==> src/rtl/ows_pkg.sv <==
`default_nettype none

package ows_pkg;

    // Command codes of an input transaction.
    localparam logic [2:0] CMD_BEGIN  = 3'd0;
    localparam logic [2:0] CMD_BIT    = 3'd1;
    localparam logic [2:0] CMD_RESET  = 3'd2;
    localparam logic [2:0] CMD_TARGET = 3'd3;
    localparam logic [2:0] CMD_SKIP   = 3'd4;

    // Status codes of a result transaction.
    localparam logic [1:0] ST_ACK      = 2'd0;
    localparam logic [1:0] ST_CONTINUE = 2'd1;
    localparam logic [1:0] ST_FOUND    = 2'd2;
    localparam logic [1:0] ST_FAIL     = 2'd3;

    // Reflected Dallas CRC-8 polynomial.
    localparam logic [7:0] CRC_POLY     = 8'h8C;
    localparam logic [6:0] ROM_BITS     = 7'd64;
    localparam logic [6:0] FAMILY_LIMIT = 7'd9;

    typedef struct packed {
        logic [2:0] command;
        logic       presence;
        logic       id_bit;
        logic       complement_bit;
        logic [7:0] family_code;
    } in_item_t;

    typedef struct packed {
        logic [1:0]  status;
        logic        direction;
        logic [6:0]  bit_position;
        logic [63:0] found_rom;
        logic        last_device;
    } out_item_t;

endpackage

`default_nettype wire

==> src/rtl/ows_in_stage.sv <==
`default_nettype none

module ows_in_stage (
    input  wire               aclk,
    input  wire               aresetn,
    input  wire               s_valid,
    output logic              s_ready,
    input  ows_pkg::in_item_t s_item,
    input  wire               advance,
    output logic              in_valid,
    output ows_pkg::in_item_t in_item
);
    import ows_pkg::*;

    logic     valid_reg;
    in_item_t item_reg;

    // The register can take a new transaction whenever its content moves on.
    assign s_ready  = !valid_reg || advance;
    assign in_valid = valid_reg;
    assign in_item  = item_reg;

    always_ff @(posedge aclk) begin
        if (!aresetn) begin
            valid_reg <= 1'b0;
        end else if (s_valid && s_ready) begin
            valid_reg <= 1'b1;
        end else if (advance) begin
            valid_reg <= 1'b0;
        end
    end

    always_ff @(posedge aclk) begin
        if (s_valid && s_ready) begin
            item_reg <= s_item;
        end
    end

endmodule

`default_nettype wire

==> src/rtl/ows_core.sv <==
`default_nettype none

module ows_core (
    input  wire                aclk,
    input  wire                aresetn,
    input  wire                fire,
    input  ows_pkg::in_item_t  item,
    output ows_pkg::out_item_t result
);
    import ows_pkg::*;

    logic [63:0] rom_reg, rom_next;
    logic [6:0]  ld_reg, ld_next;
    logic [3:0]  lfd_reg, lfd_next;
    logic        ldf_reg, ldf_next;
    logic [6:0]  lzp_reg, lzp_next;
    logic [6:0]  bitcnt_reg, bitcnt_next;
    logic [7:0]  crc_reg, crc_next;
    logic        active_reg, active_next;

    logic        do_clear;
    logic        do_idle;
    logic        dir;
    logic [6:0]  pos;
    logic [5:0]  idx;
    out_item_t   res;

    assign pos    = bitcnt_reg;
    assign idx    = pos[5:0] - 6'd1;
    assign result = res;

    always_comb begin
        rom_next    = rom_reg;
        ld_next     = ld_reg;
        lfd_next    = lfd_reg;
        ldf_next    = ldf_reg;
        lzp_next    = lzp_reg;
        bitcnt_next = bitcnt_reg;
        crc_next    = crc_reg;
        active_next = active_reg;
        do_clear    = 1'b0;
        do_idle     = 1'b0;
        dir         = 1'b0;
        res         = '0;

        unique case (item.command)
            CMD_BEGIN: begin
                do_idle = 1'b1;
                if (ldf_reg || !item.presence) begin
                    do_clear   = 1'b1;
                    res.status = ST_FAIL;
                end else begin
                    active_next = 1'b1;
                end
            end
            CMD_BIT: begin
                if (active_reg) begin
                    if (item.id_bit && item.complement_bit) begin
                        // Nobody drove the bus low: no device took part.
                        do_clear   = 1'b1;
                        do_idle    = 1'b1;
                        res.status = ST_FAIL;
                    end else begin
                        if (item.id_bit != item.complement_bit) begin
                            dir = item.id_bit;
                        end else begin
                            // Discrepancy: follow the previous path below the
                            // last discrepancy, take one at it, zero beyond it.
                            if (pos < ld_reg) begin
                                dir = rom_reg[idx];
                            end else begin
                                dir = (pos == ld_reg);
                            end
                            if (!dir) begin
                                lzp_next = pos;
                                if (pos < FAMILY_LIMIT) begin
                                    lfd_next = pos[3:0];
                                end
                            end
                        end
                        rom_next[idx]    = dir;
                        crc_next         = {1'b0, crc_reg[7:1]}
                                           ^ ((crc_reg[0] ^ dir) ? CRC_POLY : 8'h00);
                        res.direction    = dir;
                        res.bit_position = pos;
                        if (pos >= ROM_BITS) begin
                            do_idle = 1'b1;
                            if (crc_next != 8'h00) begin
                                do_clear   = 1'b1;
                                res.status = ST_FAIL;
                            end else begin
                                ld_next = lzp_next;
                                if (lzp_next == 7'd0) begin
                                    ldf_next = 1'b1;
                                end
                                if (rom_next[7:0] == 8'h00) begin
                                    do_clear   = 1'b1;
                                    res.status = ST_FAIL;
                                end else begin
                                    res.status      = ST_FOUND;
                                    res.found_rom   = rom_next;
                                    res.last_device = ldf_next;
                                end
                            end
                        end else begin
                            bitcnt_next = pos + 7'd1;
                            res.status  = ST_CONTINUE;
                        end
                    end
                end
            end
            CMD_RESET: begin
                do_clear = 1'b1;
                do_idle  = 1'b1;
            end
            CMD_TARGET: begin
                rom_next = {56'd0, item.family_code};
                ld_next  = ROM_BITS;
                lfd_next = 4'd0;
                ldf_next = 1'b0;
                do_idle  = 1'b1;
            end
            CMD_SKIP: begin
                ld_next  = {3'd0, lfd_reg};
                lfd_next = 4'd0;
                if (lfd_reg == 4'd0) begin
                    ldf_next = 1'b1;
                end
                do_idle = 1'b1;
            end
            default: begin
            end
        endcase

        if (do_clear) begin
            rom_next = '0;
            ld_next  = '0;
            lfd_next = '0;
            ldf_next = 1'b0;
        end
        if (do_idle) begin
            active_next = active_next && (item.command == CMD_BEGIN) && !do_clear;
            bitcnt_next = 7'd1;
            lzp_next    = '0;
            crc_next    = '0;
        end
    end

    always_ff @(posedge aclk) begin
        if (!aresetn) begin
            rom_reg    <= '0;
            ld_reg     <= '0;
            lfd_reg    <= '0;
            ldf_reg    <= 1'b0;
            lzp_reg    <= '0;
            bitcnt_reg <= 7'd1;
            crc_reg    <= '0;
            active_reg <= 1'b0;
        end else if (fire) begin
            rom_reg    <= rom_next;
            ld_reg     <= ld_next;
            lfd_reg    <= lfd_next;
            ldf_reg    <= ldf_next;
            lzp_reg    <= lzp_next;
            bitcnt_reg <= bitcnt_next;
            crc_reg    <= crc_next;
            active_reg <= active_next;
        end
    end

endmodule

`default_nettype wire

==> src/rtl/one_wire_rom_search_engine.sv <==
// Master-side 1-Wire ROM search engine. Each input transaction is one command
// (begin, bit pair, reset search, target family, skip family) and produces
// exactly one result transaction. The block takes one transaction per cycle
// unless a result is stalled by m_ready low; each passes through the input
// register and then the result register. Each command reads and writes the
// search state (stored ROM, discrepancy markers, bit counter and CRC-8) in the
// cycle it leaves the input register. No clearing pass follows reset; the
// block is ready at once.
`default_nettype none

module one_wire_rom_search_engine (
    input  wire                aclk,
    input  wire                aresetn,
    input  wire                s_valid,
    output logic               s_ready,
    input  ows_pkg::in_item_t  s_item,
    output logic               m_valid,
    input  wire                m_ready,
    output ows_pkg::out_item_t m_item
);
    import ows_pkg::*;

    logic      in_valid;
    in_item_t  in_item;
    logic      fire;
    out_item_t result;
    logic      m_valid_reg;
    out_item_t m_item_reg;

    // A command executes when the result register is empty or being emptied.
    assign fire = in_valid && (!m_valid_reg || m_ready);

    ows_in_stage u_in_stage (
        .aclk     (aclk),
        .aresetn  (aresetn),
        .s_valid  (s_valid),
        .s_ready  (s_ready),
        .s_item   (s_item),
        .advance  (fire),
        .in_valid (in_valid),
        .in_item  (in_item)
    );

    ows_core u_core (
        .aclk    (aclk),
        .aresetn (aresetn),
        .fire    (fire),
        .item    (in_item),
        .result  (result)
    );

    always_ff @(posedge aclk) begin
        if (!aresetn) begin
            m_valid_reg <= 1'b0;
        end else if (fire) begin
            m_valid_reg <= 1'b1;
        end else if (m_ready) begin
            m_valid_reg <= 1'b0;
        end
    end

    always_ff @(posedge aclk) begin
        if (fire) begin
            m_item_reg <= result;
        end
    end

    assign m_valid = m_valid_reg;
    assign m_item  = m_item_reg;

endmodule

`default_nettype wire

==> config.mk <==
export PLATFORM = sky130hd
export DESIGN_NAME = one_wire_rom_search_engine
export DESIGN_NICKNAME = d
export VERILOG_FILES = /design/src/rtl/ows_pkg.sv /design/src/rtl/ows_in_stage.sv /design/src/rtl/ows_core.sv /design/src/rtl/one_wire_rom_search_engine.sv
export SDC_FILE = /design/constraint.sdc
export NUM_CORES = 1
export LEC_CHECK = 0
export BUFFER_PORTS_ARGS = -buffer_cell sky130_fd_sc_hd__buf_2
export CORE_MARGIN = 4
export CORE_UTILIZATION = 35
export CTS_BUF_LIST = sky130_fd_sc_hd__clkbuf_4
export DETAILED_ROUTE_END_ITERATION = 10
export GPL_TIMING_DRIVEN = 0
export SLEW_MARGIN = 20
export SYNTH_ARGS = -nofsm -noshare
export SYNTH_HDL_FRONTEND = slang
export SYNTH_SLANG_ARGS = --single-unit
==> constraint.sdc <==
create_clock -name aclk -period 4.55 [get_ports aclk]
set_input_delay 0.91 -clock aclk [delete_from_list [all_inputs] [get_ports aclk]]
set_output_delay 0.91 -clock aclk [all_outputs]
set_load 0.005 [all_outputs]
* After elaboration in Yosys (flattened, before gate mapping) *
Index checks and enable logic that the tools add are counted.
W data, S select, Z words.

storage, ports and cells
  bits in latches = 0
  input port bits = 18
  register bits = 190
  memory bits (read-only) = 0
  logic and storage cells = 170
  bits in writable memories = 0
  output and inout port bits = 77
  memories = 0

operators by class
  multipliers = 0
  div/mod/pow operators = 0
  shifts and indexed selects = 0
  equality and inequality tests = 16
  bitwise operators = 5
  add/sub/neg operators = 2
  magnitude comparators = 5
  multiplexer cells = 87
  reductions and logical operators = 35

operator list
  cell                   number
  $mux W65               3
  $mux W64               3
  $mux W7                19
  $pmux W64 S2           1
  $mux W75               1
  $mux W73               1
  $bwmux W64             1
  $mux W8                5
  $mux W1                35
  $mux W4                6
  $pmux W7 S3            1
  $reduce_and A7 Y1      2
  $ne A3 B1 Y1 const B   4
  $ne A3 B2 Y1 const B   4
  $logic_not A8 Y1       1
  $mux W2                4
  $pmux W4 S2            1
  $reduce_and A4 Y1      2
  $reduce_bool A2 Y1     4
  $reduce_bool A8 Y1     1
  $xor A7 B8 Y8          1
  $add A7 B1 Y7 const B  1
  $eq A7 B7 Y1           1
  $ge A7 B7 Y1 const B   1
  other kinds (31)       47

* Logic depth before layout (Yosys ltp) *
  depth after elaboration = 24
  gate-level depth with buffers = 17
  depth with buffers taken out = 11

* Cells and area by module *
From an unflattened synthesis, not the netlist that was laid out.

unflattened totals
  cell total of the unflattened synthesis = 1024
  area total of the unflattened synthesis = 9633.0 µm²

by module, submodules not included
  module                      cells an instance  sequential area each (µm²)  times used  area each (µm²)
  ows_core                    926                1981.9                      1           6855.3
  one_wire_rom_search_engine  79                 2272.2                      1           2299.7
  ows_in_stage                19                 440.4                       1           478.0

* Least setup slack after synthesis *
Ideal clock, no wire load.

  kind = input -> register
  start = in m_ready
  end = reg u_core.lzp_reg[0]
  slack = 0.486 ns
  cell stages on the path = 7
  arrival = 3.998 ns
  setup time = 0.066 ns
  cell sequence = nor2b_1 -> nand2b_1 -> inv_1 -> o21ai_0 -> nor3_1 -> a22oi_1 -> nor2_1

between the ends
  cells in the longest elaborated chain, start to end = 3

RTL lines
  item                         line                              text
  from (decl)                  one_wire_rom_search_engine.sv:18  input wire m_ready,
  $logic_or A1 B1 Y1           one_wire_rom_search_engine.sv:31  assign fire = in_valid && (!m_valid_reg || m_ready);
  $logic_and A1 B1 Y1          one_wire_rom_search_engine.sv:31
  named net fire               one_wire_rom_search_engine.sv:25  logic fire;
  $reduce_and A4 Y1 (no line)  n/a
  to (signal assigned)         ows_core.sv:164                   lzp_reg <= lzp_next;
  to (decl)                    ows_core.sv:16                    logic [6:0] lzp_reg, lzp_next;

The timed path passes the listed nets, and every way through them passes these cells.
A chain may end at the register's enable or synchronous reset.

* Final worst setup path *
  start = reg u_core.bitcnt_reg[0]
  end = reg u_core.rom_reg[37]

between the ends
  cells in the longest elaborated chain, start to end = 23

RTL lines
  item                                                  line             text
  from (decl)                                           ows_core.sv:17   logic [6:0] bitcnt_reg, bitcnt_next;
  from (signal assigned)                                ows_core.sv:165  bitcnt_reg <= bitcnt_next;
  $sub A6 B1 Y6                                         ows_core.sv:29   assign idx = pos[5:0] - 6'd1;
  $bmux W1 S6                                           ows_core.sv:70   dir = rom_reg[idx];
  $mux W1 (not written as such)                         ows_core.sv:70
  $mux W1                                               ows_core.sv:69   if (pos < ld_reg) begin
  $mux W1                                               ows_core.sv:64   if (item.id_bit != item.complement_bit) begin
  $mux W1                                               ows_core.sv:58   if (item.id_bit && item.complement_bit) begin
  $mux W1                                               ows_core.sv:57   if (active_reg) begin
  $mux W1                                               ows_core.sv:46   unique case (item.command)
  [7 not listed]                                        n/a
  $reduce_bool A8 Y1                                    ows_core.sv:88   if (crc_next != 8'h00) begin
  $mux W1                                               ows_core.sv:88
  $mux W1                                               ows_core.sv:86   if (pos >= ROM_BITS) begin
  $mux W1                                               ows_core.sv:58
  $mux W1                                               ows_core.sv:57
  $pmux W1 S3                                           ows_core.sv:46
  $ne A3 B1 Y1 (no line), or another cell as far along  n/a
  $reduce_and A4 Y1 (no line)                           n/a
  to (signal assigned)                                  ows_core.sv:160  rom_reg <= rom_next;
  to (decl)                                             ows_core.sv:12   logic [63:0] rom_reg, rom_next;

Parallel ways exist; a longest one is shown, timed or not. The select of a mux whose other input is x is not followed.

==> results.py <==
metrics = {
    "status": {
        "outcome": "finished, final reports clean",
    },
    "critical_path": {
        "crit_fanout": 11,
        "crit_arrival_ps": 4980,
        "critPathLaunchType": "flip-flop",
        "end_kind": "flip-flop",
        "critPathRequiredTime_ps": 5090,
        "worstSetupPathType": "flip-flop to flip-flop",
        "rrSetupSlack_ps": 110,
    },
    "clock_network": {
        "clockBufferDepth": 2,
        "cts.clk_slew.worst_paths_ps": 180,
        "root_buffer": "clkbuf_4",
        "cts_buffers": 17,
        "cts_tree": "built",
        "htree_levels": 4,
        "insertion_delay_ps": 620,
        "clock-sinks": 190,
    },
    "global_route": {
        "grt_max_degree": 49,
        "grt.overflow.total": 0,
        "grt_pass1_wl_um": 47500,
        "top_usage_layer": "met2",
        "groute.layer.met3.usage_pct": 3.56,
        "antenna_found_initial": 1,
        "grt_pass1_vias": 8567,
        "grt_use_met1_pct": 26.1,
        "grt_usage_pct": 18.9,
        "use_met2_pct": 30.4,
    },
    "die": {
        "num_rows": 62,
        "die_x_um": 179,
        "dieHeight_um": 179,
        "core_area_mm2": 0.0288,
        "initial_utilization_pct": 35.6,
        "ios": 95,
        "die_area_mm2": 0.0321,
    },
    "routing": {
        "wl_um": 30700,
        "dr.first_iter.drc_count": 780,
        "drc": 0,
        "routed-via-count": 9294,
        "antenna_left": 0,
        "avgRoutedWirePerCell_um": 18.7,
        "first_pass_iters": 6,
        "vias_per_cell": 5.66,
    },
    "logic_synthesis": {
        "synth.most_common_cell": "nor2_1",
        "ys_ff_latch": 190,
        "yosysSeqAreaShare_pct": 45.8,
        "synth_top_area_share_pct": 26.1,
        "yosys.area.top_type": "edfxtp_1",
        "syn_nets": 1151,
        "ys_top_cells_by_area": "edfxtp_1 26%, dfxtp_1 20%, nor2_1 4.8%, o22ai_2 4.8%, nor3_1 4.4%",
        "syn_avg_cell_area_um2": 9.13,
        "synth_common_cells": "132 x nor2_1, 113 x nand2_1, 101 x dfxtp_1",
        "synth_cells": 1122,
        "ys_warn_count": 0,
        "synth_enable_flop_cells": 89,
        "ys_types": 76,
        "syn_area_mm2": 0.0102,
        "synthArstFlopShare_pct": 0,
        "synth_ff_type": "dfxtp_1",
    },
    "timing": {
        "fin_crit_ps": 4440,
        "post-route-period-util_pct": 97.6,
        "hold-worst-slack_ps": 457,
        "finalSetupViolCount": 0,
        "fmax_mhz": 225,
        "skew_ps": 43.7,
        "slew_violations": 0,
        "slew_headroom_pct": 29.8,
        "worst_pin_slew_ps": 1040,
        "finalHoldViolCount": 0,
    },
    "pwr": {
        "p_per_area_mw_per_mm2": 290,
        "leakage_nw": 3.74,
        "ir_worst_vdd_uv": 127,
    },
    "final_layout": {
        "finish.utilization_pct": 40.7,
        "largest_reg_flops": 75,
        "nets": 1272,
        "nFillCells": 2890,
        "layout-drive-gt1-share_pct": 20.4,
        "areaGrowthSynthToFinish_pct": 14.3,
    },
    "run": {
        "maxCapViolCount": 0,
    },
    "placed_design": {
        "io_buffers": 94,
        "routabilityCongestion": 0.928,
        "hpwlAfterDp_um": 21900,
    },
    "min_path": {
        "holdCritPathClass": "input pin to flip-flop",
    },
}
-- through the flow --
step / instances / TNS [ps] / worst slack [ps] / power (mW) / cell area [µm²]
global placement: 1600 / -125810 / -1390 / 2.41 / 11200
floorplan: 1122 / 0 / 486 / 2.23 / 10200
detailed placement: 1604 / -119660 / -1030 / 2.41 / 11300
global route: 1642 / -8.88 / -8.77 / 3.53 / 11700
CTS: 1640 / 0 / 18.4 / 3.40 / 11700
finish: 1642 / 0 / 108 / 3.39 / 11700
-- cell usage in the layout (no fill, tap or decap), types with 24 or more instances in the layout --
master / instances
nor4_1: 24
nand3_1: 34
nor2_1: 128
edfxtp_1: 89
dfxtp_1: 100
o21ai_0: 74
nand2_1: 113
buf_2: 115
o22ai_2: 39
clkbuf_1: 40
nor3_1: 89
a21oi_1: 86
-- power by group --
part           internal (mW)  leakage, nW  total, mW  switching (mW)
Clock                  0.300        0.156      0.984           0.683
Combinational          0.179         1.97      0.562           0.383
Sequential              1.83         1.61       1.85          0.0171
Total                   2.31         3.74       3.39            1.08
-- critical path, cell delays in order (launching register included) --
cell	delay, ps
dfxtp_2	400
buf_4	200
inv_2	280
ha_4	270
xor2_4	230
buf_4	170
mux4_1	620
nand2_1	100
a32oi_1	140
and4_1	260
buf_4	200
mux2i_2	210
o31ai_4	360
nand4_1	300
buf_2	300
buf_6	190
o22ai_1	140
-- cell type report --
| cell class | instances | area, µm² | area share, % |
|---|---|---|---|
| Inverter | 17 | 66.3 | 0.566 |
| Timing Repair Buffer | 102 | 551 | 4.70 |
| Antenna cell | 2 | 5.00 | 0.0427 |
| Sequential cell | 190 | 4700 | 40.1 |
| Buffer | 84 | 430 | 3.67 |
| Clock inverter | 15 | 171 | 1.46 |
| Multi-Input combinational cell | 831 | 5180 | 44.3 |
| Tap cell | 384 | 480 | 4.10 |
| Clock buffer | 17 | 128 | 1.09 |
-- cells by family after synthesis --
| kind of cell | Yosys count | synth area share, % |
|---|---|---|
| and+or+nand+nor | 466 | 21.3 |
| AOI/OAI and AO/OA | 305 | 21.0 |
| DFF | 190 | 45.8 |
| buffers and inverters | 101 | 4.53 |
| muxes | 38 | 5.00 |
| xor gates and xnor gates | 11 | 1.01 |
| adders and majority gates | 11 | 1.34 |
-- repair_timing --
action	in CTS	in global routing
pin swaps	2	1
buffers inserted	4	0
gates resized for setup	21	15
setup endpoints to repair	154	134
hold buffers	0	0
cloned	0	0
-- routing by layer --
metal | routed length (µm) | share of wire [%]
met2 | 14300 | 47
met3 | 2110 | 6.9
met5 | 0 | 0
met4 | 521 | 1.7
met1 | 13800 | 45
-- worst paths after layout --
check / start / to / cells past startpoint
hold reg to reg: u_core.ld_reg[4] / u_core.ld_reg[4] / 2
hold / removal: s_item[2] / u_in_stage.in_item[2] / 1
setup reg to reg: u_core.bitcnt_reg[0] / u_core.rom_reg[37] / 16
setup / recovery: u_core.bitcnt_reg[0] / u_core.rom_reg[37] / 16
Power figures use the tool's default switching activity.
